<file path="config.mk">
export PLATFORM = sky130hd
export DESIGN_NAME = sha256_stream_hasher_flat
export DESIGN_NICKNAME = d
export VERILOG_FILES = /design/src/rtl/shs_pkg.sv /design/src/rtl/shs_if.sv /design/src/rtl/sha256_stream_hasher.sv /design/src/rtl/shs_round.sv /design/src/flat_wrapper.sv
export SDC_FILE = /design/constraint.sdc
export NUM_CORES = 2
export LEC_CHECK = 0
export ABC_AREA = 1
export BUFFER_PORTS_ARGS = -buffer_cell sky130_fd_sc_hd__buf_2
export CORE_UTILIZATION = 45
export DETAILED_ROUTE_END_ITERATION = 10
export PLACE_DENSITY = 0.64
export SKIP_CTS_REPAIR_TIMING = 1
export SLEW_MARGIN = 20
export SYNTH_ARGS = -nofsm -noshare
export SYNTH_HDL_FRONTEND = slang
export SYNTH_SLANG_ARGS = --single-unit
</file>
<file path="constraint.sdc">
create_clock -name clk -period 20.7 [get_ports clk]
set_clock_uncertainty 0.15 [all_clocks]
set_input_delay 3.105 -clock clk [delete_from_list [all_inputs] [get_ports clk]]
set_output_delay 3.105 -clock clk [all_outputs]
set_load 0.1 [all_outputs]
</file>
<file path="src/rtl/shs_pkg.sv">
// Package for the SHA-256 stream hasher: types, round constants, helper functions.
package shs_pkg;

	localparam int WordW   = 32;
	localparam int Rounds  = 64;
	localparam int Words   = 8;
	localparam int LenW    = 61;
	localparam int FillW   = 6;

	localparam logic [7:0]       PadByte   = 8'h80;
	localparam logic [7:0]       ZeroByte  = 8'h00;
	localparam logic [FillW-1:0] FillLast  = 6'd63;
	localparam logic [FillW-1:0] FillLenAt = 6'd56;
	localparam logic [5:0]       RoundLast = 6'd63;

	localparam logic [WordW-1:0] K_TAB [Rounds] = '{
		32'h428a2f98, 32'h71374491, 32'hb5c0fbcf, 32'he9b5dba5,
		32'h3956c25b, 32'h59f111f1, 32'h923f82a4, 32'hab1c5ed5,
		32'hd807aa98, 32'h12835b01, 32'h243185be, 32'h550c7dc3,
		32'h72be5d74, 32'h80deb1fe, 32'h9bdc06a7, 32'hc19bf174,
		32'he49b69c1, 32'hefbe4786, 32'h0fc19dc6, 32'h240ca1cc,
		32'h2de92c6f, 32'h4a7484aa, 32'h5cb0a9dc, 32'h76f988da,
		32'h983e5152, 32'ha831c66d, 32'hb00327c8, 32'hbf597fc7,
		32'hc6e00bf3, 32'hd5a79147, 32'h06ca6351, 32'h14292967,
		32'h27b70a85, 32'h2e1b2138, 32'h4d2c6dfc, 32'h53380d13,
		32'h650a7354, 32'h766a0abb, 32'h81c2c92e, 32'h92722c85,
		32'ha2bfe8a1, 32'ha81a664b, 32'hc24b8b70, 32'hc76c51a3,
		32'hd192e819, 32'hd6990624, 32'hf40e3585, 32'h106aa070,
		32'h19a4c116, 32'h1e376c08, 32'h2748774c, 32'h34b0bcb5,
		32'h391c0cb3, 32'h4ed8aa4a, 32'h5b9cca4f, 32'h682e6ff3,
		32'h748f82ee, 32'h78a5636f, 32'h84c87814, 32'h8cc70208,
		32'h90befffa, 32'ha4506ceb, 32'hbef9a3f7, 32'hc67178f2
	};

	localparam logic [WordW-1:0] H_INIT [Words] = '{
		32'h6a09e667, 32'hbb67ae85, 32'h3c6ef372, 32'ha54ff53a,
		32'h510e527f, 32'h9b05688c, 32'h1f83d9ab, 32'h5be0cd19
	};

	// working variables a..h
	typedef struct packed {
		logic [WordW-1:0] a;
		logic [WordW-1:0] b;
		logic [WordW-1:0] c;
		logic [WordW-1:0] d;
		logic [WordW-1:0] e;
		logic [WordW-1:0] f;
		logic [WordW-1:0] g;
		logic [WordW-1:0] h;
	} round_t;

	typedef enum logic [2:0] {
		ST_IDLE,
		ST_PAD80,
		ST_ZERO,
		ST_LEN,
		ST_ROUND,
		ST_ADD,
		ST_DONE
	} state_t;

	function automatic logic [WordW-1:0] sig0(input logic [WordW-1:0] x);
		return {x[6:0], x[31:7]} ^ {x[17:0], x[31:18]} ^ {3'b000, x[31:3]};
	endfunction

	function automatic logic [WordW-1:0] sig1(input logic [WordW-1:0] x);
		return {x[16:0], x[31:17]} ^ {x[18:0], x[31:19]} ^ {10'd0, x[31:10]};
	endfunction

	function automatic logic [WordW-1:0] bsig0(input logic [WordW-1:0] x);
		return {x[1:0], x[31:2]} ^ {x[12:0], x[31:13]} ^ {x[21:0], x[31:22]};
	endfunction

	function automatic logic [WordW-1:0] bsig1(input logic [WordW-1:0] x);
		return {x[5:0], x[31:6]} ^ {x[10:0], x[31:11]} ^ {x[24:0], x[31:25]};
	endfunction

endpackage

</file>
<file path="src/rtl/shs_if.sv">
// Handshake interfaces for the message byte beats and the digest word beats.
interface shs_byte_if;
	logic       valid;
	logic       ready;
	logic [7:0] data_byte;
	logic       has_byte;
	logic       last;

	modport source (output valid, output data_byte, output has_byte, output last, input ready);
	modport sink (input valid, input data_byte, input has_byte, input last, output ready);
endinterface

interface shs_digest_if;
	logic        valid;
	logic        ready;
	logic [31:0] digest_word;
	logic        word_last;
	logic        too_long;

	modport source (output valid, output digest_word, output word_last, output too_long,
		input ready);
	modport sink (input valid, input digest_word, input word_last, input too_long,
		output ready);
endinterface

</file>
<file path="src/rtl/sha256_stream_hasher.sv">
// Top level of the SHA-256 stream hasher: byte gathering, padding, round sequencer, digest out.
// Byte beats are taken one per cycle while a block fills; the 64th byte of a block starts a
// compression (64 rounds on one shared round unit, then one add), input stalled.
// A last beat adds a pad byte, zero bytes, the 64-bit length and one or two
// compressions; the digest leaves as 8 word beats from an output buffer, so the next
// message may start filling while they drain.
// Reset (arst_n low, asynchronous) clears control, loads the initial hash; no clearing pass.
module sha256_stream_hasher
	import shs_pkg::*;
(
	input  logic clk,
	input  logic arst_n,
	shs_byte_if.sink     msg,
	shs_digest_if.source digest
);

	state_t state_q, state_d;

	// block buffer and message schedule share one window; [15] is the oldest word
	logic [15:0][WordW-1:0] win_q;
	logic [WordW-1:0]       hash_q [Words];
	round_t                 regs_q;
	logic [FillW-1:0]       fill_q;
	logic [LenW-1:0]        byte_cnt_q;
	logic                   ovf_q;
	logic [5:0]             round_q;
	logic                   pend_last_q;   // last beat came with the byte that filled a block
	logic                   pad_q;         // padding spilled into an extra block
	logic                   final_q;       // the running compression ends the message

	// digest output buffer
	logic [WordW-1:0]       out_q [Words];
	logic [3:0]             out_cnt_q;
	logic                   too_long_q;

	logic                   in_acc;
	logic                   out_acc;
	logic                   shift_en;
	logic [7:0]             shift_byte;
	logic                   len_en;
	logic                   comp_start;
	logic                   done_load;
	logic [63:0]            len_bits;
	round_t                 hash_st;
	round_t                 regs_nxt;
	logic [WordW-1:0]       w_new;

	assign in_acc   = msg.valid & msg.ready;
	assign out_acc  = digest.valid & digest.ready;
	assign len_bits = {byte_cnt_q, 3'b000};
	assign hash_st  = {hash_q[0], hash_q[1], hash_q[2], hash_q[3],
		hash_q[4], hash_q[5], hash_q[6], hash_q[7]};

	shs_round u_round (
		.cur   (regs_q),
		.k     (K_TAB[round_q]),
		.win   (win_q),
		.nxt   (regs_nxt),
		.w_new (w_new)
	);

	// next state
	always_comb begin
		state_d = state_q;
		unique case (state_q)
			ST_IDLE: begin
				if (in_acc) begin
					if (msg.has_byte && fill_q == FillLast) begin
						state_d = ST_ROUND;
					end else if (msg.last) begin
						state_d = ST_PAD80;
					end
				end
			end
			ST_PAD80: begin
				state_d = (fill_q == FillLast) ? ST_ROUND : ST_ZERO;
			end
			ST_ZERO: begin
				if (fill_q == FillLenAt) begin
					state_d = ST_LEN;
				end else if (fill_q == FillLast) begin
					state_d = ST_ROUND;
				end
			end
			ST_LEN: begin
				state_d = ST_ROUND;
			end
			ST_ROUND: begin
				if (round_q == RoundLast) begin
					state_d = ST_ADD;
				end
			end
			ST_ADD: begin
				priority if (final_q) begin
					state_d = ST_DONE;
				end else if (pad_q) begin
					state_d = ST_ZERO;
				end else if (pend_last_q) begin
					state_d = ST_PAD80;
				end else begin
					state_d = ST_IDLE;
				end
			end
			ST_DONE: begin
				if (out_cnt_q == 4'd0) begin
					state_d = ST_IDLE;
				end
			end
			default: state_d = ST_IDLE;
		endcase
	end

	// control outputs
	always_comb begin
		msg.ready  = 1'b0;
		shift_en   = 1'b0;
		shift_byte = ZeroByte;
		len_en     = 1'b0;
		comp_start = 1'b0;
		done_load  = 1'b0;
		unique case (state_q)
			ST_IDLE: begin
				msg.ready  = 1'b1;
				shift_en   = in_acc & msg.has_byte;
				shift_byte = msg.data_byte;
				comp_start = in_acc & msg.has_byte & (fill_q == FillLast);
			end
			ST_PAD80: begin
				shift_en   = 1'b1;
				shift_byte = PadByte;
				comp_start = (fill_q == FillLast);
			end
			ST_ZERO: begin
				shift_en   = (fill_q != FillLenAt);
				comp_start = (fill_q == FillLast);
			end
			ST_LEN: begin
				len_en     = 1'b1;
				comp_start = 1'b1;
			end
			ST_DONE: begin
				done_load = (out_cnt_q == 4'd0);
			end
			default: begin
			end
		endcase
	end

	// control registers
	always_ff @(posedge clk or negedge arst_n) begin
		if (!arst_n) begin
			state_q     <= ST_IDLE;
			fill_q      <= '0;
			byte_cnt_q  <= '0;
			ovf_q       <= 1'b0;
			round_q     <= '0;
			pend_last_q <= 1'b0;
			pad_q       <= 1'b0;
			final_q     <= 1'b0;
			out_cnt_q   <= '0;
			for (int i = 0; i < Words; i++) begin
				hash_q[i] <= H_INIT[i];
			end
		end else begin
			state_q <= state_d;

			if (shift_en) begin
				fill_q <= fill_q + 1'b1;   // wraps to zero on a full block
			end
			if (len_en) begin
				fill_q <= '0;
			end

			if (state_q == ST_IDLE && in_acc) begin
				if (msg.has_byte) begin
					byte_cnt_q <= byte_cnt_q + 1'b1;
					if (&byte_cnt_q) begin
						ovf_q <= 1'b1;
					end
					if (fill_q == FillLast) begin
						pend_last_q <= msg.last;
					end
				end
			end

			if ((state_q == ST_PAD80 || state_q == ST_ZERO) && fill_q == FillLast) begin
				pad_q <= 1'b1;
			end
			if (len_en) begin
				pad_q   <= 1'b0;
				final_q <= 1'b1;
			end
			if (state_q == ST_ADD && !final_q && !pad_q) begin
				pend_last_q <= 1'b0;
			end

			if (comp_start) begin
				round_q <= '0;
			end else if (state_q == ST_ROUND) begin
				round_q <= round_q + 1'b1;
			end

			if (state_q == ST_ADD) begin
				hash_q[0] <= hash_q[0] + regs_q.a;
				hash_q[1] <= hash_q[1] + regs_q.b;
				hash_q[2] <= hash_q[2] + regs_q.c;
				hash_q[3] <= hash_q[3] + regs_q.d;
				hash_q[4] <= hash_q[4] + regs_q.e;
				hash_q[5] <= hash_q[5] + regs_q.f;
				hash_q[6] <= hash_q[6] + regs_q.g;
				hash_q[7] <= hash_q[7] + regs_q.h;
			end

			// digest handed to the output buffer, hasher restarts
			if (done_load) begin
				out_cnt_q  <= 4'd8;
				byte_cnt_q <= '0;
				ovf_q      <= 1'b0;
				final_q    <= 1'b0;
				for (int i = 0; i < Words; i++) begin
					hash_q[i] <= H_INIT[i];
				end
			end else if (out_acc) begin
				out_cnt_q <= out_cnt_q - 1'b1;
			end
		end
	end

	// datapath registers
	always_ff @(posedge clk) begin
		if (shift_en) begin
			// whole window moves up one byte, new byte in the low end
			win_q <= {win_q[15][23:0], win_q[14:0], shift_byte};
		end
		if (len_en) begin
			win_q <= {win_q[13:0], len_bits};
		end
		if (state_q == ST_ROUND) begin
			win_q  <= {win_q[14:0], w_new};
			regs_q <= regs_nxt;
		end
		if (comp_start) begin
			regs_q <= hash_st;
		end

		if (done_load) begin
			too_long_q <= ovf_q;
			for (int i = 0; i < Words; i++) begin
				out_q[i] <= hash_q[i];
			end
		end else if (out_acc) begin
			for (int i = 0; i < Words - 1; i++) begin
				out_q[i] <= out_q[i+1];
			end
		end
	end

	assign digest.valid       = (out_cnt_q != 4'd0);
	assign digest.digest_word = out_q[0];
	assign digest.word_last   = (out_cnt_q == 4'd1);
	assign digest.too_long    = too_long_q;

endmodule

</file>
<file path="src/rtl/shs_round.sv">
// One SHA-256 compression round plus the next message schedule word.
module shs_round
	import shs_pkg::*;
(
	input  round_t                 cur,
	input  logic [WordW-1:0]       k,
	input  logic [15:0][WordW-1:0] win,
	output round_t                 nxt,
	output logic [WordW-1:0]       w_new
);

	logic [WordW-1:0] w;
	logic [WordW-1:0] ch;
	logic [WordW-1:0] maj;
	logic [WordW-1:0] t1;
	logic [WordW-1:0] t2;

	// win[15] is the oldest word, i.e. W[t]
	assign w     = win[15];
	assign w_new = win[15] + sig0(win[14]) + win[6] + sig1(win[1]);

	assign ch  = (cur.e & cur.f) ^ (~cur.e & cur.g);
	assign maj = (cur.a & cur.b) ^ (cur.a & cur.c) ^ (cur.b & cur.c);
	assign t1  = cur.h + bsig1(cur.e) + ch + k + w;
	assign t2  = bsig0(cur.a) + maj;

	always_comb begin
		nxt.h = cur.g;
		nxt.g = cur.f;
		nxt.f = cur.e;
		nxt.e = cur.d + t1;
		nxt.d = cur.c;
		nxt.c = cur.b;
		nxt.b = cur.a;
		nxt.a = t1 + t2;
	end

endmodule
</file>
<file path="src/flat_wrapper.sv">
// flat-port wrapper written by rule: the top's interface ports become plain ports
module sha256_stream_hasher_flat import shs_pkg::*;
  (clk, arst_n, msg_valid, msg_data_byte, msg_has_byte, msg_last, msg_ready, digest_valid, digest_digest_word, digest_word_last, digest_too_long, digest_ready);
  shs_byte_if msg_i ();
  shs_digest_if digest_i ();
  input  logic clk;
  input  logic arst_n;
  input wire logic [$bits(msg_i.valid)-1:0] msg_valid;
  input wire logic [$bits(msg_i.data_byte)-1:0] msg_data_byte;
  input wire logic [$bits(msg_i.has_byte)-1:0] msg_has_byte;
  input wire logic [$bits(msg_i.last)-1:0] msg_last;
  output wire logic [$bits(msg_i.ready)-1:0] msg_ready;
  output wire logic [$bits(digest_i.valid)-1:0] digest_valid;
  output wire logic [$bits(digest_i.digest_word)-1:0] digest_digest_word;
  output wire logic [$bits(digest_i.word_last)-1:0] digest_word_last;
  output wire logic [$bits(digest_i.too_long)-1:0] digest_too_long;
  input wire logic [$bits(digest_i.ready)-1:0] digest_ready;
  assign msg_i.valid = msg_valid;
  assign msg_i.data_byte = msg_data_byte;
  assign msg_i.has_byte = msg_has_byte;
  assign msg_i.last = msg_last;
  assign msg_ready = msg_i.ready;
  assign digest_valid = digest_i.valid;
  assign digest_digest_word = digest_i.digest_word;
  assign digest_word_last = digest_i.word_last;
  assign digest_too_long = digest_i.too_long;
  assign digest_i.ready = digest_ready;
  sha256_stream_hasher u_core (.clk(clk), .arst_n(arst_n), .msg(msg_i), .digest(digest_i));
endmodule
</file>
; ---- Yosys cells after proc, flatten, opt, wreduce, memory -nomap -nowiden
; Memory sizes are Yosys's and may differ from the RTL's.
; Index checks and enable logic that the tools add are counted.
[totals]
wordCells = 202
reg_bits = 1109
out_inout_bits = 36
memories = 2
rom_bits = 2048
mem_bits_rw = 256
latchBits = 0
[memory_table]
columns = memory, words, word_bits, rd, rd_clocked_by_memory_dff, write_ports, line
row1 = (name not given), 64, 32, 1, 0, 0, sha256_stream_hasher.sv:56  ; .k (K_TAB[round_q]),
row2 = u_core.out_q, 8, 32, 8, 0, 8, sha256_stream_hasher.sv:32  ; logic [WordW-1:0] out_q [Words];
[classes]
magnitude_cmp = 1
n_div = 0
n_eq_ne = 16
n_bitwise = 29
mux = 60
add_sub_neg = 22
mul = 0
shift = 0
reduce_logical = 30
[ops]
columns = op, n
row1 = $mux W512, 3
row2 = $mux W256, 4
row3 = $add A32 B32 Y32, 18
row4 = $mux W32, 9
row5 = $xor A32 B32 Y32, 9
row6 = $mux W61, 3
row7 = $and A32 B32 Y32, 5
row8 = $add A61 B1 Y61 const B, 1
row9 = $reduce_and A61 Y1, 1
row10 = $not A32 Y32, 1
row11 = $xor A32 B22 Y32, 1
row12 = $xor A32 B29 Y32, 1
row13 = $mux W3, 10
row14 = $mux W6, 4
row15 = $reduce_bool A2 Y1, 12
row16 = $mux W1, 21
row17 = $pmux W3 S7, 1
row18 = $eq A6 B6 Y1 const B, 3
row19 = $pmux W8 S2, 1
row20 = $add A6 B1 Y6 const B, 2
row21 = $eq A3 B3 Y1 const B, 3
row22 = $mux W4, 2
row23 = $ge A7 B7 Y1 const B, 1
row24 = $not A6 Y7, 1
row25 = other kinds (22), 41

; ---- Depth between registers and ports, before layout
[logic_depth]
ltp_word = 9
ltp_mapped = 47

; ---- By module
; Synthesis repeated with hierarchy kept, for this count alone.
[unflattened]
hier_cells = 12611
hier_area_um2 = 97883.9
[by_module_without_submodules]
columns = module, n_inst, area_per_inst_um2, cells_each
row1 = sha256_stream_hasher, 1, 80531.0, 10060
row2 = shs_round, 1, 17352.9, 2551

; ---- Worst setup path after synthesis
; Ideal clock, no wire load.
[synth_timing]
path_kind = input to register
from = in msg_has_byte
to = reg u_core.win_q[0] (netlist bit), enable pin
slack_ps = 5154
required_ps = 16854
t_arrival_ps = 11700
path_stages = 4
n_path_buf = 0
setup_time_ps = 3696
cell_sequence = nand3_2 nand2_1 nor2_1 nand2_1
[synth_via]
elab_chain_cells = 3
[synth_rtl]
columns = item, line
row1 = start: declaration, flat_wrapper.sv:10  ; input wire logic [$bits(msg_i.has_byte)-1:0] msg_has_byte;
row2 = $and A1 B1 Y1, sha256_stream_hasher.sv:124  ; shift_en = in_acc & msg.has_byte;
row3 = $pmux W1 S3, sha256_stream_hasher.sv:121  ; unique case (state_q)
row4 = $reduce_bool A3 Y1 (no line), n/a
row5 = end signal: assignment, sha256_stream_hasher.sv:233  ; win_q <= {win_q[15][23:0], win_q[14:0], shift_byte};
row6 = end signal: assignment, sha256_stream_hasher.sv:236  ; win_q <= {win_q[13:0], len_bits};
row7 = end signal: assignment, sha256_stream_hasher.sv:239  ; win_q <= {win_q[14:0], w_new};
row8 = end: declaration, sha256_stream_hasher.sv:20  ; logic [15:0][WordW-1:0] win_q;
; No other way between the ends.
; A chain may end at the register's enable or synchronous reset.

; ---- Worst setup path after layout
[layout_timing]
from = reg u_core.round_q[0]
to = reg u_core.regs_q[255] (netlist bit) (data pin)
[layout_via]
elab_chain_cells = 9
[layout_rtl]
columns = item, line
row1 = start: declaration, sha256_stream_hasher.sv:26  ; logic [5:0] round_q;
row2 = start signal: assignment, sha256_stream_hasher.sv:200  ; round_q <= round_q + 1'b1;
row3 = $not A6 Y7 (implied by the code), sha256_stream_hasher.sv:56
row4 = $mem_v2 Z64 W32, n/a
row5 = $mux W32 (implied by the code) (2 in a row), sha256_stream_hasher.sv:56
row6 = $add A32 B32 Y32 (2 in a row), shs_round.sv:24  ; assign t1 = cur.h + bsig1(cur.e) + ch + k + w;
row7 = $add A32 B32 Y32, shs_round.sv:35  ; nxt.a = t1 + t2;
row8 = $mux W256, sha256_stream_hasher.sv:238  ; if (state_q == ST_ROUND) begin
row9 = $mux W256, sha256_stream_hasher.sv:242  ; if (comp_start) begin
row10 = end signal: assignment, sha256_stream_hasher.sv:240  ; regs_q <= regs_nxt;
row11 = end signal: assignment, sha256_stream_hasher.sv:243  ; regs_q <= hash_st;
row12 = end: declaration, sha256_stream_hasher.sv:22  ; round_t regs_q;
; No other way between the ends. The select of a mux whose other input is x is not followed.

==> metrics.md <==
| Metric | Value |
|---|---|
| Clock transition at path regs | `60 ps` |
| Nature of the critical path startpoint | `register` |
| DIE AREA | `210000 um2` |
| Yosys warning total | `0` |
| Slowest cell on the critical path | `dfrtp_1` |
| Final Hold Viols | `0` |
| Initial DRC count | `10.6k` |
| RR Endpoint | `u_core.regs_q[255]$_DFFE_PP_` |
| Fin crit share | `46.2%` |
| Worst hold slack | `301 ps` |
| Crit-path most repeated cell | `nand2_1` |
| Hold EP | `u_core.digest.too_long$_DFFE_PP_` |
| Min-delay src | `u_core.ovf_q$_DFFE_PN0P_` |
| Worst Reg-to-Reg Cells | `39` |
| Sequential area share after synthesis | `42.1%` |
| Setup_tns | `0 ps` |
| Drt via density | `5.96` |
| Top cells by area, synth | `edfxtp_1 33%, nand2_1 11%, inv_1 7.2%, dfrtp_1 5.4%, ha_1 5.3%` |
| Routed via count | `84.7k` |
| FMAX | `0.105 GHz` |
| Cell Rows | `167` |
| Layout area overhead | `8.11%` |
| Finish-stage setup viols | `0` |
| Nets | `11.9k` |
| Num Clock Sinks | `1365` |
| CP Data Required Time | `21150 ps` |
| Initial Utilization | `45.2%` |
| First-pass GRT wire length | `543000 um` |
| Drt wl/cell | `26.4 um` |
| R2r setup slk | `11140 ps` |
| DIE WIDTH | `458 um` |
| Vias in the first global route | `80.0k` |
| Pin count of the biggest net entering global routing | `219` |
| Final wirelength | `376000 um` |
| Routability Congestion | `1.06` |
| HP Class | `reg2reg` |
| Yosys top cell area share | `32.9%` |
| Fin. max-slew vios | `0` |
| Max-cap viol count | `0` |
| WS Path Type | `reg2reg` |
| Post-synth EDFFs | `1025` |
| Register area | `39500 um2` |
| Fraction of layout cells with a size suffix above 1 | `4.79%` |
| Synth Flop Type | `edfxtp_1` |
| Hold Path Cell Cnt | `0` |
| RSZ-0062 raised after global routing | `false` |
| Final min period | `9560 ps` |
| Worst-margin pin slew | `1230 ps` |
| Mapped Avg Cell Area | `8.15 um2` |
| Synth Cell Area | `93700 um2` |
| CP peak stage delay | `700 ps` |
| Depth of the CTS H-tree | `4` |
| Worst setup EP type | `register` |
| Drt pass-1 iters | `7` |
| Gr ovfl total | `0` |
| Initial antenna violation count | `13` |
| Post-synthesis cell type count | `65` |
| Post-Synthesis Cells | `11.5k` |
| Tot GR Track Use | `35.0%` |
| CTS tree | `built` |
| Clock Latency Late Sink | `870 ps` |
| DRC | `0` |
| Longest Clk Path Bufs | `3` |
| Post-route ant nets | `0` |
| Core Footprint | `207000 um2` |
| Fill cell count | `20.2k` |
| Die H | `458 um` |
| CTS Buf Count | `158` |
| Yosys top cell by area | `edfxtp_1` |
| Area taken by multi-input logic gates | `45500 um2` |
| Async set-reset flop share out of synthesis | `24.9%` |
| Crit Reg-Reg Startpoint | `u_core.round_q[0]$_DFFE_PN0P_` |
| Slew headroom | `18.2%` |
| I/O Buffers | `49` |
| Hpwl dp | `287000 um` |
| Status | `complete, no violations` |
| Crit Path Max Fanout | `13` |
| #FFs+latches synth | `1365` |
| Top-Level Pins | `50` |
| CTS root buffer | `clkbuf_16` |
| Arr. time, crit path | `10010 ps` |
| Syn Nets | `12.1k` |
-- cell usage in the layout (no fill, tap or decap), drive strengths merged, types with 133 or more instances in the layout --
cell | netlist | final
nand2 | 2821 | 2821
inv | 1815 | 1823
edfxtp | 1025 | 1025
o21ai | 920 | 920
nor2 | 758 | 758
a21oi | 568 | 568
o221ai | 480 | 480
nand3 | 469 | 469
ha | 399 | 399
xor2 | 229 | 229
clkbuf | 328 | 208
dfrtp | 204 | 204
fa | 195 | 195
xnor2 | 150 | 150
nand4 | 139 | 139
dfstp | 136 | 136
nor3 | 133 | 133
-- registers in the layout, summed over array words and instances (netlist names) --
register and cells:
u_core.regs_q 256, u_core.state_q 3, u_core.out_cnt_q 4, u_core.digest.too_long 1, u_core.fill_q 6, u_core.win_q 512
u_core.final_q 1, u_core.round_q 6, u_core.ovf_q 1, u_core.byte_cnt_q 61, u_core.pad_q 1, u_core.pend_last_q 1
u_core.out_q 256, u_core.hash_q 256
-- metrics by stage --
| stage | utilization (%) | std cells | instance area (um2) | worst slack (ps) |
|---|---|---|---|---|
| 2_1_floorplan | - | 11500 | 93700 | 5150 |
| 3_3_place_gp | 46.4 | 13900 | 96100 | 11230 |
| 3_5_place_dp | 46.4 | 13900 | 96100 | 11470 |
| 4_1_cts | 48.9 | 14200 | 101000 | 11430 |
| 5_1_grt | 48.9 | 14200 | 101000 | 10790 |
| 6_report | 48.9 | 14200 | 101000 | 11140 |
-- cells by family after synthesis --
kind of cell	after synthesis	share of synthesized area (%)
AND/OR/NAND/NOR	4431	19.4
AO/OA/AOI/OAI	2429	16.0
buffers and inverters	2295	9.43
flip-flops	1365	42.1
adder cells (fa/ha/maj)	594	9.50
XOR/XNOR	379	3.54
-- area by class of cell --
class                      instances  area share, %
antenna                            2        0.00494
clock buffer                     208           4.14
timing repair buffer             119          0.872
inverter                        1820           6.79
clock inverter                    84          0.902
sequential                      1365           39.0
multi-input combinational       7833           44.9
tap                             2788           3.44
-- worst max-delay path: cells and delay by family (launching register included) --
family          cells  cell delay, ps
compound gates      5            1520
fa+ha+maj           7            3340
simple gates       18            2400
flops               1             700
buf+inv             9            1170
-- metal layers --
layer  up-vias  routed length (um)  part of all wire, %  GRT usage (%)
met5         -                  39                0.010              0
met1     41300              156000                   42           48.2
met2      4334              164000                   44           53.0
met4         6               19600                  5.2           16.3
met3       751               36500                  9.7           6.64
li1      38300                   -                    -              -
-- synthesized netlist by cell type, types with 4 or more instances --
cell and count:
and3_1 10, nand4_1 139, a21o_1 57, dfrtp_1 204, a31oi_1 34, nand3b_1 35, xnor2_1 150, buf_1 39
o31ai_1 22, nand2_1 2816, a21oi_1 568, a211oi_1 9, clkinv_1 5, inv_2 10, buf_4 32, o21a_1 34
nor3b_1 9, and2_1 6, o221ai_1 480, o211ai_1 36, a21boi_0 31, buf_2 76, fa_1 195, o21ai_0 867
o21bai_1 69, o21ai_1 53, or2_2 21, o311ai_0 5, a221oi_1 9, nor3_1 130, nor2_1 750, clkbuf_1 328
nand3_1 465, nor4_1 23, ha_1 399, a22oi_1 28, nor2_2 6, nand3_2 4, o32ai_1 7, inv_1 1805
dfstp_2 136, edfxtp_1 1025, xor2_1 229, o22ai_1 101
-- how the worst max path moves through the flow --
| stage | start | endpoint | slack, ps |
|---|---|---|---|
| final | u_core.round_q[0]$_DFFE_PN0P_ | u_core.regs_q[255]$_DFFE_PP_ | 11140 |
| after global routing | u_core.round_q[0]$_DFFE_PN0P_ | u_core.regs_q[255]$_DFFE_PP_ | 10790 |
| after CTS | u_core.round_q[0]$_DFFE_PN0P_ | u_core.regs_q[255]$_DFFE_PP_ | 11430 |
| after detailed placement | u_core.round_q[0]$_DFFE_PN0P_ | u_core.regs_q[255]$_DFFE_PP_ | 11470 |
| after global placement | u_core.round_q[0]$_DFFE_PN0P_ | u_core.regs_q[255]$_DFFE_PP_ | 11230 |
| after floorplan | msg_has_byte | u_core.win_q[0]$_DFFE_PP_ | 5150 |
Power is left out: the tool's default activity adds up to more than one toggle a clock period on the data nets, which glitch-free logic cannot reach.
